==> src/design/stk_pkg.sv <==
package stk_pkg;

  localparam int unsigned MaxResults = 4;
  localparam int unsigned ResIdxW    = $clog2(MaxResults);
  localparam int unsigned ResCntW    = $clog2(MaxResults + 1);

  typedef logic [7:0] byte_t;

  localparam byte_t CH_NUL    = 8'h00;
  localparam byte_t CH_LF     = 8'h0a;
  localparam byte_t CH_SPACE  = 8'h20;
  localparam byte_t CH_DQUOTE = 8'h22;
  localparam byte_t CH_APOS   = 8'h27;
  localparam byte_t CH_LPAR   = 8'h28;
  localparam byte_t CH_RPAR   = 8'h29;
  localparam byte_t CH_SLASH  = 8'h2f;
  localparam byte_t CH_COLON  = 8'h3a;
  localparam byte_t CH_UP_A   = 8'h41;
  localparam byte_t CH_UP_Z   = 8'h5a;
  localparam byte_t CH_BSLASH = 8'h5c;
  localparam byte_t CH_LBRACE = 8'h7b;
  localparam byte_t CH_RBRACE = 8'h7d;
  localparam byte_t CASE_BIT  = 8'h20;

  typedef enum logic [2:0] {
    LEX_BETWEEN = 3'd0,
    LEX_SLASH   = 3'd1,
    LEX_COMMENT = 3'd2,
    LEX_QUOTE   = 3'd3,
    LEX_WORD    = 3'd4
  } lex_state_t;

  typedef enum logic [1:0] {
    KIND_CHAR = 2'd0,
    KIND_END  = 2'd1,
    KIND_EOT  = 2'd2
  } kind_t;

  typedef struct packed {
    byte_t ch;
    kind_t kind;
  } res_t;

  // results of one byte, in emit order from index 0
  typedef struct packed {
    logic [ResCntW-1:0]    count;
    res_t [MaxResults-1:0] res;
  } step_t;

  function automatic logic is_break(input byte_t c);
    return (c == CH_LBRACE) || (c == CH_RBRACE) || (c == CH_LPAR) ||
           (c == CH_RPAR) || (c == CH_APOS) || (c == CH_COLON);
  endfunction

  function automatic byte_t fold(input byte_t c, input logic keep_case);
    if (!keep_case && (c >= CH_UP_A) && (c <= CH_UP_Z)) begin
      return c | CASE_BIT;
    end
    return c;
  endfunction

endpackage

==> src/design/stk_lexer.sv <==
module stk_lexer
  import stk_pkg::*;
(
  input  logic  clk,
  input  logic  rst,
  input  logic  step,
  input  byte_t c,
  input  logic  keep_case,
  output step_t result
);

  lex_state_t lex_state, lex_state_next;
  logic       escape_pending, escape_pending_next;

  logic [ResCntW-1:0] cnt;
  logic               run_word;
  logic               run_between;

  always_comb begin
    cnt                 = '0;
    result.res          = '0;
    lex_state_next      = lex_state;
    escape_pending_next = escape_pending;
    run_word            = 1'b0;
    run_between         = 1'b0;

    case (lex_state)
      LEX_SLASH: begin
        if (c == CH_SLASH) begin
          lex_state_next = LEX_COMMENT;
        end else begin
          result.res[cnt[ResIdxW-1:0]] = '{ch: CH_SLASH, kind: KIND_CHAR};
          cnt = cnt + 1'b1;
          lex_state_next = LEX_WORD;
          run_word = 1'b1;
        end
      end
      LEX_COMMENT: begin
        if (c == CH_NUL) begin
          result.res[cnt[ResIdxW-1:0]] = '{ch: CH_NUL, kind: KIND_EOT};
          cnt = cnt + 1'b1;
          lex_state_next = LEX_BETWEEN;
        end else if (c == CH_LF) begin
          lex_state_next = LEX_BETWEEN;
        end
      end
      LEX_QUOTE: begin
        if (!keep_case) begin
          // lowercase mode: no escapes, any held backslash is dropped
          escape_pending_next = 1'b0;
          if ((c == CH_DQUOTE) || (c == CH_NUL)) begin
            result.res[cnt[ResIdxW-1:0]] = '{ch: CH_NUL, kind: KIND_END};
            cnt = cnt + 1'b1;
            lex_state_next = LEX_BETWEEN;
            if (c == CH_NUL) begin
              result.res[cnt[ResIdxW-1:0]] = '{ch: CH_NUL, kind: KIND_EOT};
              cnt = cnt + 1'b1;
            end
          end else begin
            result.res[cnt[ResIdxW-1:0]] = '{ch: fold(c, keep_case), kind: KIND_CHAR};
            cnt = cnt + 1'b1;
          end
        end else if (((c == CH_DQUOTE) && !escape_pending) || (c == CH_NUL)) begin
          escape_pending_next = 1'b0;
          result.res[cnt[ResIdxW-1:0]] = '{ch: CH_NUL, kind: KIND_END};
          cnt = cnt + 1'b1;
          lex_state_next = LEX_BETWEEN;
          if (c == CH_NUL) begin
            result.res[cnt[ResIdxW-1:0]] = '{ch: CH_NUL, kind: KIND_EOT};
            cnt = cnt + 1'b1;
          end
        end else begin
          // held backslash not followed by a quote comes out literally
          if ((c != CH_DQUOTE) && escape_pending) begin
            result.res[cnt[ResIdxW-1:0]] = '{ch: CH_BSLASH, kind: KIND_CHAR};
            cnt = cnt + 1'b1;
          end
          escape_pending_next = (c == CH_BSLASH);
          if (c != CH_BSLASH) begin
            result.res[cnt[ResIdxW-1:0]] = '{ch: c, kind: KIND_CHAR};
            cnt = cnt + 1'b1;
          end
        end
      end
      LEX_WORD: begin
        run_word = 1'b1;
      end
      default: begin
        run_between = 1'b1;
      end
    endcase

    if (run_word) begin
      if ((c <= CH_SPACE) || is_break(c)) begin
        // ending byte is re-handled as a byte between tokens
        result.res[cnt[ResIdxW-1:0]] = '{ch: CH_NUL, kind: KIND_END};
        cnt = cnt + 1'b1;
        run_between = 1'b1;
      end else begin
        result.res[cnt[ResIdxW-1:0]] = '{ch: fold(c, keep_case), kind: KIND_CHAR};
        cnt = cnt + 1'b1;
        lex_state_next = LEX_WORD;
      end
    end

    if (run_between) begin
      lex_state_next = LEX_BETWEEN;
      if (c == CH_NUL) begin
        result.res[cnt[ResIdxW-1:0]] = '{ch: CH_NUL, kind: KIND_EOT};
        cnt = cnt + 1'b1;
      end else if (c <= CH_SPACE) begin
        lex_state_next = LEX_BETWEEN;
      end else if (c == CH_SLASH) begin
        lex_state_next = LEX_SLASH;
      end else if (c == CH_DQUOTE) begin
        escape_pending_next = 1'b0;
        lex_state_next = LEX_QUOTE;
      end else if (is_break(c)) begin
        result.res[cnt[ResIdxW-1:0]] = '{ch: c, kind: KIND_CHAR};
        cnt = cnt + 1'b1;
        result.res[cnt[ResIdxW-1:0]] = '{ch: CH_NUL, kind: KIND_END};
        cnt = cnt + 1'b1;
      end else begin
        result.res[cnt[ResIdxW-1:0]] = '{ch: fold(c, keep_case), kind: KIND_CHAR};
        cnt = cnt + 1'b1;
        lex_state_next = LEX_WORD;
      end
    end

    result.count = cnt;
  end

  always_ff @(posedge clk) begin
    if (rst) begin
      lex_state      <= LEX_BETWEEN;
      escape_pending <= 1'b0;
    end else if (step) begin
      lex_state      <= lex_state_next;
      escape_pending <= escape_pending_next;
    end
  end

endmodule

==> src/design/stk_outq.sv <==
module stk_outq
  import stk_pkg::*;
(
  input  logic  clk,
  input  logic  rst,
  input  logic  load,
  input  step_t result,
  output logic  can_load,
  output logic  m_tvalid,
  input  logic  m_tready,
  output byte_t m_tdata,
  output kind_t m_tuser,
  output logic  m_tlast
);

  res_t               ent [MaxResults];
  logic               busy;
  logic [ResIdxW-1:0] rd_idx;
  logic [ResIdxW-1:0] last_idx;
  logic               at_last;
  logic               pop;

  assign at_last  = (rd_idx == last_idx);
  assign pop      = busy && m_tready;
  assign can_load = !busy || (pop && at_last);

  assign m_tvalid = busy;
  assign m_tdata  = ent[rd_idx].ch;
  assign m_tuser  = ent[rd_idx].kind;
  assign m_tlast  = at_last;

  always_ff @(posedge clk) begin
    if (rst) begin
      busy   <= 1'b0;
      rd_idx <= '0;
    end else if (load) begin
      busy   <= (result.count != '0);
      rd_idx <= '0;
    end else if (pop) begin
      if (at_last) begin
        busy <= 1'b0;
      end
      rd_idx <= rd_idx + 1'b1;
    end
  end

  always_ff @(posedge clk) begin
    if (load) begin
      last_idx <= ResIdxW'(result.count - 1'b1);
      for (int i = 0; i < MaxResults; i++) begin
        ent[i] <= result.res[i];
      end
    end
  end

endmodule

==> src/design/script_token_lexer.sv <==
// Channel   | Dir | Beat contents
// ----------+-----+------------------------------------------------------------
// s_axis    | in  | tdata[7:0] in_char (0 ends the text)
// m_axis    | out | tdata[7:0] out_char, tuser[1:0] kind, tlast = last of byte
// cfg       | in  | cfg_wdata[0] preserve_mode, written when cfg_we is high
//
// One input byte per cycle when not stalled; a byte that makes n results holds
// the input while the buffer drains, one beat per ready cycle (n is 0 to 4).
// Bytes pass the input register, then the lexer step into the result buffer.
// Sync active-high rst returns the lexer to between-tokens, mode 0, empty.
// A stalled m_tready backs up through the result buffer to s_tready.
module script_token_lexer
  import stk_pkg::*;
(
  input  logic       clk,
  input  logic       rst,
  // s_tdata: [7:0] in_char
  input  logic       s_tvalid,
  output logic       s_tready,
  input  logic [7:0] s_tdata,
  // m_tdata: [7:0] out_char
  output logic       m_tvalid,
  input  logic       m_tready,
  output logic [7:0] m_tdata,
  // m_tuser: [1:0] kind
  output logic [1:0] m_tuser,
  output logic       m_tlast,
  input  logic       cfg_we,
  input  logic       cfg_wdata
);

  // input register
  logic  in_valid;
  byte_t in_byte;

  // preserve_mode register
  logic  keep_case;

  logic  can_load;
  logic  step;
  step_t result;
  kind_t out_kind;

  // step when the buffer is empty or hands off its last beat this cycle
  assign step     = in_valid && can_load;
  // no beat is taken while reset is held
  assign s_tready = !rst && (!in_valid || step);

  always_ff @(posedge clk) begin
    if (rst) begin
      in_valid <= 1'b0;
    end else if (s_tready) begin
      in_valid <= s_tvalid;
    end
  end

  always_ff @(posedge clk) begin
    if (s_tready && s_tvalid) begin
      in_byte <= s_tdata;
    end
  end

  always_ff @(posedge clk) begin
    if (rst) begin
      keep_case <= 1'b0;
    end else if (cfg_we) begin
      keep_case <= cfg_wdata;
    end
  end

  stk_lexer u_lexer (
    .clk       (clk),
    .rst       (rst),
    .step      (step),
    .c         (in_byte),
    .keep_case (keep_case),
    .result    (result)
  );

  stk_outq u_outq (
    .clk      (clk),
    .rst      (rst),
    .load     (step),
    .result   (result),
    .can_load (can_load),
    .m_tvalid (m_tvalid),
    .m_tready (m_tready),
    .m_tdata  (m_tdata),
    .m_tuser  (out_kind),
    .m_tlast  (m_tlast)
  );

  assign m_tuser = out_kind;

endmodule

==> config.mk <==
export PLATFORM = sky130hd
export DESIGN_NAME = script_token_lexer
export DESIGN_NICKNAME = d
export VERILOG_FILES = /design/src/design/stk_pkg.sv /design/src/design/stk_lexer.sv /design/src/design/stk_outq.sv /design/src/design/script_token_lexer.sv
export SDC_FILE = /design/constraint.sdc
export NUM_CORES = 1
export LEC_CHECK = 0
export BUFFER_PORTS_ARGS = -buffer_cell sky130_fd_sc_hd__buf_2
export CAP_MARGIN = 20
export CORE_MARGIN = 3
export CORE_UTILIZATION = 35
export CTS_CLUSTER_SIZE = 16
export DETAILED_ROUTE_END_ITERATION = 8
export HOLD_SLACK_MARGIN = 0.02
export PLACE_DENSITY_LB_ADDON = 0.12
export SLEW_MARGIN = 20
export SYNTH_ARGS = -nofsm -noshare
export SYNTH_HDL_FRONTEND = slang
export SYNTH_HIERARCHICAL = 1
export SYNTH_SLANG_ARGS = --single-unit
==> constraint.sdc <==
create_clock -name clk -period 9.7 [get_ports clk]
set_input_delay 0.485 -clock clk [delete_from_list [all_inputs] [get_ports clk]]
set_output_delay 0.485 -clock clk [all_outputs]
set_load 0.01 [all_outputs]
# Word-level counts from Yosys, hierarchy flattened
# Memories as Yosys holds them, arrays and structs flattened. A register that Yosys moved wholly into a read port is not among the register bits.
# Index checks and enable logic that the tools add are counted.
# totals
regBits	19
ram_bits	40
in_bits	14
out_inout_bits	13
memories	1
# classes
addsub	6
n_lt_le_gt_ge	11
eq_ne	17
n_mux	113
bitwise_logic	9
reduce_logical	35
# mem_list
memory	words	width	rd	rd_ports_with_merged_regs	wr	line	source
u_outq.ent	4	10	1	1	4	stk_outq.sv:16	res_t ent [MaxResults];
# ops
cell	count
$mux W40	9
$bwmux W40	4
$and A36 B36 Y36	3
$not A36 Y36	3
$mux W8	13
$mux W10	9
$mux W3	28
$demux W10 S2	4
$mux W20	4
$eq A8 B6 Y1 const B	6
$mux W1	32
$mux W30	1
$pmux W10 S3	1
$eq A8 B7 Y1 const B	3
$pmux W3 S3	2
$logic_and A1 B1 Y1	13
$add A3 B1 Y3 const B	4
$lt A2 B3 Y1 const B	4
$or A4 B4 Y4	3
$logic_or A1 B1 Y1	10
$mux W9	1
$eq A8 B4 Y1 const B	1
$ge A2 B1 Y1 const B	4
$ge A8 B7 Y1 const B	1
other kinds (19)	28

# Depth between registers and ports, before layout
# Gate-level depths: netlist of the first run.
# logic_depth
ltp_word	27
ltp_mapped	21
depth_no_buf	19

# Cells and area by module
# The synthesis of the first run kept the hierarchy.
# by_module_without_submodules
mod	n_inst	cells_each	area_each_um2	seq_area_each_um2
stk_lexer	1	280	1985.7	80.1
stk_outq	1	78	1729.2	1361.3
script_token_lexer	1	17	341.6	280.3

# Worst setup path before layout of the first run
# OpenSTA, ideal clock, no wires.
# synth_timing
path_type	reg2reg
from	reg in_byte[2]
to	reg u_outq.busy (netlist: u_outq/m_tvalid)
setup_time_ns	0.134
arrival_time_ns	4.142
required_time_ns	9.566
path_slack_ns	5.424
path_stages_with_launch	21
path_buffers	1
synth_period_minus_slack_ns	4.276
path_cell_list	edfxtp_1 > buf_6 > or3_4 > nor3_2 > nor2b_1 > ha_1 > or3_1 > and3_1 > nor2_1 > a211o_1 > ha_1 > o21ba_1 > or2_1 > ha_1 > nor2b_1 > o21ai_1 > o2111ai_1 > inv_1 > ha_1 > nor3b_1 > a211oi_2
# synth_lines
item	line	source
from (decl)	script_token_lexer.sv:34	byte_t in_byte;
from (signal assigned)	script_token_lexer.sv:59	in_byte <= s_tdata;
to (signal assigned)	stk_outq.sv:37	busy <= (result.count != '0);
to (decl)	stk_outq.sv:17	logic busy;

==> results.md, run 1 <==
- Status: completed
- Top FF cell, synth: edfxtp_1
- Post-synthesis compound-gate area fraction: between 10% and 20%
- FF-to-FF setup slack: 4720 ps
- Clock insertion delay at the later pin of the skew report: between 300 and 400 ps
- Slowest-stage cell, CP: edfxtp_1
- Root Driver: clkbuf_16
- Final Power: 766 uW
- CP endpoint kind: flop
- CP required: 9760 ps
- First-pass GRT wire length: 16,800 um
- Crit path max fanout: 20
- Die area: 0.0129 mm^2
- Crit path DAT: 5030 ps
- Layout area overhead: 12.3%
- Most frequent cells in the layout: 50 x edfxtp_1, 31 x nor2_1, 26 x buf_2
- Synth area leaders: edfxtp_1 37%, mux4_2 5.6%, dfxtp_1 5.4%
- Min Clock Period, post-route: approximately 5000 ps
- DRT iter0 DRCs: about 360
- Number of global-route vias before repair: 3,055
- Slew margin rel.: between 40% and 50%
- Final Max Slew Viols: 0
- Yosys cell types: 83
- Post-synth top area cell: edfxtp_1
- Power per cell area: approximately 170 mW/mm^2
- Fin nets: 421
- Worst vdd ir: 0.0000717 V
- # resized after CTS: 0
- Adder-cell share of the synthesized area: 4.32%
- Post-route cell area: 0.00455 mm^2
- Largest net degree at the start of global routing: 55
- Residual DRC: 0
- Number of setup buffers added after CTS: 0
- Commonest non-fill, non-tap cell in the layout: edfxtp_1
- Final Cycle Share: 51.3%
- Die width: 114 um
- Min-Delay Startpoint: s_tdata[3]
- Startpoint class of the critical path: flop
- Row count: 38
- Max Clk Rate: 201 MHz
- DR vias/cell: 5.82
- Max-cap violations: 0
- Initial antenna violation count: 0
- CP Cell Sequence: or3_4 > nor3_2 > nor2b_1 > ha_1 > or3_1 > and3_1 > nor2_1 > a211o_1 > ha_1 > o21ba_1 > or2_1 > inv_2 > ha_1 > nand3_1 > nor4_2 > a211oi_2 > nor2b_1
- Yosys top cell area share: 37.0%
- Origin of the worst setup path: in_byte[2]
- Hold Path Class: input pin to flop
- Effective utilization at floorplan: 36.6%
- # port buffers: 26
- CTS Buffer Depth: 2
- Post-Syn Area: 0.00406 mm^2
- Die height: 114 um
- DPL Wire Length: ~7500 um
- Register area share after synthesis: 42.4%
- Synth Register Bits: 61
- Post-synth ARST share: 0%
- Reg-to-Reg End: u_outq/ent[1][6]
- Synth Instances: 375
- Synth Area in Simple Gates: between 20% and 30%
- Post-route ant nets: 0
- Routability cong.: 0.859
- I/O pin count: 27
- Placed inst area: 0.00425 mm^2
- Reg-to-reg startpoint: in_byte[2]
- Mux cell area share after synthesis: 5.80%
- Least-Margin Pin Slew: between 700 and 800 ps
- Setup Crit Path Kind: flop to flop
- Setup TNS: 0 ps
- Hold Crit Depth: 1
- Setup violators final: 0
- P_leak: 0.00163 uW
- Post-DR wirelength/cell: 19.3 um
- Worst Setup EP: u_outq/ent[1][6]
- CTS buffer count: 9
- Ys Warns: 6
- Core area: 0.0111 mm^2
- Final hold vios: 0
- GRT Util Overall: 17.0%
- Largest family of logic cells by synthesized area: simple AND/OR/NAND/NOR gates
- # hold bufs at CTS: 0
- Htree depth: 3
- RSZ-0062 raised after global routing: no
- Clock-pin slew on the worst setup and hold paths: 60 ps
- Vias: roughly 3,100
- Number of enable flip-flop cells after synthesis: 50
- Most common cell on crit path: ha_1
- ANT cells: 0
- Setup Skew: 8.90 ps
- Pre-Repair DR Iteration Count: 7
- Critical Path Max Stage Delay: about 670 ps
- Total clock sinks: 61
- CTS tree: done
- Grt total ovfl: 0
- Mean Syn Cell Area: 10.8 um^2
- Syn nets: 403
- Worst-case reg-to-reg path depth: 17
- Layout cells sized above 1: 21.4%
- Xor/xnor share of the synthesized area: under 10%
- WL final: 10,400 um
[report_power, final]
part	switching, uW	internal, uW	total, uW
Sequential	16.5	304	321
Combinational	76.7	48.9	126
Clock	120	199	319
Total	213	553	766
[state kept, by name, indices dropped and copies added (netlist names), named ones only]
signal and flops:
u_lexer/lex_state 3, u_outq/last_idx 2, keep_case 1, in_valid 1, u_outq/m_tvalid 1, u_outq/ent 40, u_lexer/escape_pending 1, u_outq/rd_idx 2
in_byte 8
[through the flow]
| step | setup slack, ps | util [%] | std cells | hold slack [ps] |
|---|---|---|---|---|
| floorplan | 5420 | - | 375 | 530 |
| global placement | 4910 | 38.4 | 522 | 583 |
| detailed placement | 4800 | 38.4 | 522 | 580 |
| CTS | 4760 | 41.1 | 538 | 310 |
| global route | 4410 | 41.1 | 538 | 310 |
| finish | 4720 | 41.1 | 538 | 325 |
[worst min-delay path by stage]
stage	to	slack (ps)
finish	in_byte[3]	320
CTS	in_byte[3]	310
detailed placement	flop	580
global route	in_byte[0]	310
global placement	u_outq/rd_idx[1]	580
floorplan	keep_case	530
[final cells by class]
cell class,instances,area [um^2]
tap,140,175
sequential,61,1720
fill,1083,6520
timing repair buffer,27,138
inverter,16,60.1
clock buffer,9,225
clock inverter,7,75.1
multi-input combinational,278,2160
[synth_stat cells (all sizes together) (9+ instances only)]
master	count
a211oi	11
a21oi	23
and2	9
buf	14
dfxtp	11
edfxtp	50
ha	14
inv	16
mux4	10
nand2	25
nor2	33
nor2b	12
nor3	15
o21ai	15
[metal layers]
| layer | routed length (um) | GRT usage, % |
|---|---|---|
| met1 | 4860 | 24.1 |
| met2 | 4700 | 25.7 |
| met3 | 618 | 2.97 |
| met4 | 228 | 6.89 |
| met5 | 0 | 0 |
[critical path, delay by kind of cell, from the launching register on]
family	cells	cell delay, ps
flip-flops	1	670
adder cells (fa/ha/maj)	3	800
buffers and inverters	1	130
AND/OR/NAND/NOR	10	2260
AO/OA/AOI/OAI	3	850
[logic make-up after synthesis]
group                    Yosys count
AO/OA/AOI/OAI                    105
XOR/XNOR                           8
adder cells (fa/ha/maj)           14
buffers and inverters             36
flip-flops                        61
multiplexers                      11
AND/OR/NAND/NOR                  140
(Power assumes the default switching activity.)
==> run 2: changes to the inputs <==
--- a/config.mk
+++ b/config.mk
@@ -5,6 +5,7 @@
 export SDC_FILE = /design/constraint.sdc
 export NUM_CORES = 1
 export LEC_CHECK = 0
+export ABC_AREA = 1
 export BUFFER_PORTS_ARGS = -buffer_cell sky130_fd_sc_hd__buf_2
 export CAP_MARGIN = 20
 export CORE_MARGIN = 3
==> constraint.sdc (replaced) <==
create_clock -name clk -period 5 [get_ports clk]
set_input_delay 0.25 -clock clk [delete_from_list [all_inputs] [get_ports clk]]
set_output_delay 0.25 -clock clk [all_outputs]
set_load 0.01 [all_outputs]
==> run 2 against run 1 <==
  * Final cell count grew 41%
  * First-iteration DRC count is 11% higher
  * Critical endpoint is now u_outq/m_tvalid
  * Die area grew 8.1%
  * Worst setup slack worse by 3700 ps
  * Largest power group unchanged
  * Sequential cell count stayed put
==> results.md, run 2 <==
- Clock insertion delay at the later pin of the skew report: 330 ps (about the same)
- Number of enable flip-flop cells after synthesis: 50 (unchanged)
- Pre-Repair DR Iteration Count: 4 (-3)
- Post-synth top area cell: edfxtp_1
- Layout cells sized above 1: 20.2% (-1.2 points)
- Final Cycle Share: 80.1% (+29 points)
- Root Driver: clkbuf_16
- Yosys top cell area share: 34.1% (-2.9 points)
- Setup Skew: 6.33 ps (-2.57 ps)
- Startpoint class of the critical path: flop
- Post-Syn Area: 0.00440 mm^2 (+8.5%)
- Die height: 118 um (+4.0%)
- CTS tree: done
- Least-Margin Pin Slew: 784 ps (+31.1 ps)
- DR vias/cell: 5.16 (-11%)
- Effective utilization at floorplan: 36.2% (-0.42 points)
- Crit path max fanout: 8 (-60%)
- Synth Instances: 565 (+51%)
- Max-cap violations: 0 (unchanged)
- Cell total after placement: 742 (+42%)
- Fin nets: 613 (+46%)
- Most frequent cells in the layout: 123 x nand2_1, 62 x inv_1, 50 x edfxtp_1
- Power per cell area: 303 mW/mm^2 (+80%)
- Routability cong.: 0.934 (+8.6%)
- Most instantiated cells after synthesis: 123 x nand2_1, 63 x inv_1, 50 x edfxtp_1
- WL final: 12,800 um (+23%)
- Worst vdd ir: 0.000147 V (+110%)
- Setup Crit Path Kind: flop to flop
- Final hold vios: 0 (unchanged)
- P_leak: 0.00210 uW (+29%)
- Die area: 0.0140 mm^2 (+8.1%)
- Total clock sinks: 61 (unchanged)
- Origin of the worst setup path: in_byte[7]
- Core area: 0.0122 mm^2 (+9.8%)
- Status: completed
- CP required: 5220 ps (-4540 ps)
- Die width: 118 um (+4.0%)
- CTS buffer count: 9 (unchanged)
- Layout area overhead: 10.7%
- Final Power: 1480 uW (+93%)
- First-pass GRT wire length: 20,200 um (+20%)
- CTS Buffer Depth: 2 (unchanged)
- Ys Warns: 6 (unchanged)
- Setup violators final: 0 (unchanged)
- Residual DRC: 0 (unchanged)
- Post-route ant nets: 0 (unchanged)
- Syn nets: 593 (+47%)
- Initial antenna violation count: 0 (unchanged)
- Post-DR wirelength/cell: 16.8 um (-13%)
- Commonest non-fill, non-tap cell in the layout: nand2_1
- Reg-to-reg startpoint: in_byte[7]
- Register with the most flip-flops: u_outq/ent
- RSZ-0062 raised after global routing: no
- Number of global-route vias before repair: 3,692 (+21%)
- # resized after CTS: 0 (unchanged)
- Top FF cell, synth: edfxtp_1
- Count leader, synth: nand2_1
- I/O pin count: 27 (unchanged)
- Clock-pin slew on the worst setup and hold paths: 60 ps (about the same)
- Hold Path Class: input pin to flop
- Synth area leaders: edfxtp_1 34%, nand2_1 10%, inv_1 5.4%
- Non-Filler Instances: 757 (+41%)
- # port buffers: 26 (unchanged)
- Row count: 40 (+5.3%)
- Final Max Slew Viols: 0 (unchanged)
- Crit path DAT: 4230 ps (-800 ps)
- Min-Delay Startpoint: s_tdata[7]
- Biggest regs: u_outq/ent: 40 flops, in_byte: 8 flops, u_lexer/lex_state: 3 flops
- Slew margin rel.: 47.7% (-2.0 points)
- Min Clock Period, post-route: 4010 ps (-969 ps)
- Utilization after layout: 40.1% (-1.0 points)
- Max Clk Rate: 250 MHz (+24%)
- Htree depth: 3 (unchanged)
- Setup TNS: 0 ps (unchanged)
- Post-synth ARST share: 0% (unchanged)
- Largest net degree at the start of global routing: 53 (-3.6%)
- CP endpoint kind: flop
- Grt total ovfl: 0 (unchanged)
- Yosys cell types: 39 (-53%)
- DRT iter0 DRCs: 397 (+11%)
- GRT Util Overall: 18.5% (+1.6 points)
- Synth Register Bits: 61 (unchanged)
- Mean Syn Cell Area: 7.79 um^2 (-28%)
- Vias: 3,908 (+25%)
- Number of setup buffers added after CTS: 0 (unchanged)
- ANT cells: 0 (unchanged)
- # hold bufs at CTS: 0 (unchanged)
- DPL Wire Length: 9740 um (+30%)
- Largest register FFs: 40 (unchanged)
- Register area share after synthesis: 39.1% (-3.3 points)
run 2: stage by stage:
step                setup WS (ps)  area, um^2  hold WS [ps]
floorplan                    1620        4400           319
global placement             1100        4590           426
detailed placement           1040        4590           428
CTS                          1020        4870          82.3
global route                  735        4870          78.9
finish                        994        4870          91.0
run 2: logic make-up (layout without fill, tap and decap cells):
logic type,Yosys count,count (layout),synth area share [%]
compound gates,110,110,15.3
xor+xnor,2,2,0.398
fa+ha+maj,14,14,3.98
buf+inv,95,119,10.2
flops,61,61,39.1
simple gates,283,283,31.0
run 2: routing by layer:
| layer | wire, um | global-route usage [%] | vias up | share of wire, % |
|---|---|---|---|---|
| met3 | 715 | 4.31 | 21 | 5.6 |
| li1 | - | - | 1923 | - |
| met5 | 0 | 0 | - | 0 |
| met4 | 307 | 5.86 | 0 | 2.4 |
| met1 | 6150 | 25.7 | 1833 | 48 |
| met2 | 5580 | 28.7 | 131 | 44 |
run 2: where the power goes:
part | internal (uW) | leakage [uW] | switching, uW
logic | 77.8 | 0.00140 | 186
registers | 590 | 0.000563 | 23.0
clock network | 377 | 0.000138 | 224
total | 1040 | 0.00210 | 433
run 2: area by class of cell:
class	count	area [um^2]
Timing Repair Buffer	27	138
Multi-Input combinational cell	409	2230
Clock buffer	9	225
Inverter	77	292
Clock inverter	6	55.1
Tap cell	168	210
Sequential cell	61	1720
Fill cell	1272	7290
run 2: final timing paths:
kind / cells past startpoint / end / slack, ps
worst min-delay path: 1 / in_byte[7] / 90
worst min register to register: 2 / u_lexer/escape_pending / 480
worst max register to register: 22 / u_outq/m_tvalid / 990
worst max-delay path: 22 / u_outq/m_tvalid / 990
run 2: critical path, cell delays in order, from the launching register on:
cell and delay [ps]:
edfxtp_1 500, inv_1 220, nand2_1 120, nor2_2 150
nand4_1 250, ha_1 370, o21ai_0 270, nand2_1 90
nor2_1 200, ha_1 270, inv_1 60, nand2_2 50
nand2_2 180, ha_1 280, nand2_1 70, o21ai_0 70
o21ai_1 140, nand2_1 100, inv_1 70, ha_1 130
nand2_1 40, o21ai_0 220, a21oi_2 40
==> run 3: changes to the inputs <==
==> constraint.sdc (replaced) <==
create_clock -name clk -period 3.7 [get_ports clk]
set_input_delay 0.185 -clock clk [delete_from_list [all_inputs] [get_ports clk]]
set_output_delay 0.185 -clock clk [all_outputs]
set_load 0.01 [all_outputs]
==> run 3 against run 2 <==
  * Worst setup slack got worse by 700 ps
  * Register-to-register slack got worse by 700 ps
  * Sequential share of layout area fell by 1.6 points
  * Critical path type unchanged
  * Critical endpoint unchanged
  * Highest routed layer unchanged
==> results.md, run 3 (synthesis gave the netlist of run 2 again) <==
- Power per cell area: 393 mW/mm^2 (+30%)
- # port buffers: 26 (unchanged)
- DRT iter0 DRCs: 358 (-9.8%)
- Number of global-route vias before repair: 3,756 (+1.7%)
- Routability cong.: 0.959 (+2.7%)
- Core area: 0.0122 mm^2 (unchanged)
- P_leak: 0.00223 uW (+5.9%)
- Final Max Slew Viols: 0 (unchanged)
- Status: completed
- Die height: 118 um (unchanged)
- Residual DRC: 0 (unchanged)
- Grt total ovfl: 0 (unchanged)
- Total clock sinks: 61 (unchanged)
- CP Cell Sequence: nor2_2 > nand3_1 > nor2_4 > nor2_2 > ha_1 > o21ai_1 > nand2_1 > nor2_1 > ha_1 > inv_1 > nand2_2 > nand2_2 > buf_4 > ha_1 > inv_1 > nand2_1 > nand2_1 > nand3_1 > nand3_1 > o21ai_1 > a21oi_2
- Largest register FFs: 40 (unchanged)
- CTS tree: done
- Root Driver: clkbuf_16
- Register with the most flip-flops: u_outq/ent
- Hold Path Class: input pin to flop
- FF-to-FF setup slack: 290 ps (-700 ps)
- Commonest non-fill, non-tap cell in the layout: nand2_1
- Post-route ant nets: 0 (unchanged)
- Worst-case reg-to-reg path depth: 21 (-4.5%)
- Biggest regs: u_outq/ent: 40 flops, in_byte: 8 flops, u_lexer/lex_state: 3 flops
- Crit path DAT: 3640 ps (-590 ps)
- GR Layer Usage met3: 3.25% (-1.1 points)
- Slew margin rel.: 49.8% (+2.1 points)
- Place WS: 207 ps (-832 ps)
- Initial antenna violation count: 0 (unchanged)
- Slowest-stage cell, CP: edfxtp_1
- Setup Skew: 6.00 ps (-0.332 ps)
- Placed inst area: 0.00472 mm^2 (+2.8%)
- Pre-Repair DR Iteration Count: 5 (+1)
- GR met2 Demand/Resource: 28.9% (+0.25 points)
- Effective utilization at floorplan: 36.2% (unchanged)
- Utilization after layout: 41.9% (+1.9 points)
- Setup ws final: 293 ps (-701 ps)
- Final Cycle Share: 92.1% (+12 points)
- Hold EP: keep_case
- Fin nets: 640 (+4.4%)
- Reg-to-Reg End: u_outq/m_tvalid
- I/O pin count: 27 (unchanged)
- Max-cap violations: 0 (unchanged)
- Least-Margin Pin Slew: 753 ps (-30.8 ps)
- Hold WS: 99.8 ps (+8.85 ps)
- DR vias/cell: 5.07 (-1.8%)
- Crit path max fanout: 5 (-3)
- Htree depth: 3 (unchanged)
- CP required: 3930 ps (-1290 ps)
- CTS Buffer Depth: 2 (unchanged)
- Layout area overhead: 15.8%
- Final hold vios: 0 (unchanged)
- Most frequent cells in the layout: 123 x nand2_1, 62 x inv_1, 50 x edfxtp_1
- Setup violators final: 0 (unchanged)
- Buf/Inv on CP: 3 (unchanged)
- Met1 usage: 26.3% (+0.61 points)
- First-pass GRT wire length: 20,600 um (+1.7%)
- CTS buffer count: 9 (unchanged)
- Min-Delay Startpoint: cfg_wdata
- Die width: 118 um (unchanged)
- Worst vdd ir: 0.000313 V (+110%)
- WL final: 12,700 um (about the same)
- Post-DR wirelength/cell: 16.2 um (-3.5%)
- CP endpoint kind: flop
- Die area: 0.0140 mm^2 (unchanged)
- GRT Util Overall: 18.7% (+0.13 points)
- DPL Wire Length: 9910 um (+1.8%)
- Clock insertion delay at the later pin of the skew report: 340 ps (about the same)
- Hold Crit Depth: 3 (+2)
- Row count: 40 (unchanged)
- Min Clock Period, post-route: 3410 ps (-599 ps)
- Delay-heaviest family, CP: simple AND/OR/NAND/NOR gates
- Setup TNS: 0 ps (unchanged)
- Post-route cell area: 0.00510 mm^2 (+4.6%)
- GRT busiest layer: met2
- Vias: 3,976 (+1.7%)
- ANT cells: 0 (unchanged)
- Largest net degree at the start of global routing: 40 (-25%)
- Startpoint class of the critical path: flop
- Setup Crit Path Kind: flop to flop
- Layout cells sized above 1: 22.9% (+2.7 points)
- Reg-to-reg startpoint: in_byte[7]
- RSZ-0062 raised after global routing: no
- Max Clk Rate: 293 MHz (+18%)
- Critical Path Max Stage Delay: 440 ps (-60 ps)
- Clock-pin slew on the worst setup and hold paths: 50 ps (about the same)
run 3: layout make-up:
cell class	count	area (um^2)
well taps	168	210
inverters	77	292
clock inverters	5	52.6
fillers	1289	7060
repair buffers	54	360
flip-flops and latches	61	1720
clock buffers	10	229
multi-input cells	409	2230
run 3: routing by layer:
layer | wire length, um | part of all wire (%) | vias up
li1 | - | - | 1980
met1 | 5970 | 47 | 1841
met2 | 5780 | 45 | 138
met3 | 718 | 5.6 | 17
met4 | 264 | 2.1 | 0
met5 | 0 | 0 | -
run 3: report_power, final:
group          switching, uW  leakage, uW  internal, uW  total, uW
Sequential              23.6     0.000563           797        820
Clock                    289     0.000138           512        802
Combinational            265      0.00153           119        384
Total                    577      0.00223          1430       2010
run 3: worst max-delay path by stage:
stage | start | to | slack (ps) | depth (start not counted)
6_report | in_byte[7] | u_outq/m_tvalid | 290 | 21
5_1_grt | in_byte[7] | u_outq/m_tvalid | 30 | 22
4_1_cts | in_byte[1] | u_outq/m_tvalid | 210 | 23
3_5_place_dp | in_byte[1] | u_outq/m_tvalid | 210 | 23
3_3_place_gp | in_byte[1] | u_outq/m_tvalid | 310 | 23
2_1_floorplan | in_byte[6] | u_outq/m_tvalid | 320 | 23
run 3: worst register-to-register path, cell delays in order, from the launching register on:
cell and delay (ps):
edfxtp_1 440, nor2_2 200, nand3_1 140, nor2_4 190
nor2_2 90, ha_1 290, o21ai_1 200, nand2_1 70
nor2_1 140, ha_1 250, inv_1 60, nand2_2 50
nand2_2 140, buf_4 160, ha_1 200, inv_1 100
nand2_1 100, nand2_1 90, nand3_1 100, nand3_1 100
o21ai_1 180, a21oi_2 40
run 3: repair_timing:
action | CTS | global route
resized for setup | 0 | 3
buffers inserted | 0 | 2
endpoints found under the hold margin | 8 | 0
hold buffers | 8 | 0
setup endpoints to repair | 0 | 6
run 3: per-stage QoR:
| step | instances | power [uW] |
|---|---|---|
| 2_1_floorplan | 565 | 1100 |
| 3_3_place_gp | 759 | 1210 |
| 3_5_place_dp | 759 | 1210 |
| 4_1_cts | 782 | 2020 |
| 5_1_grt | 784 | 2100 |
| 6_report | 784 | 2010 |
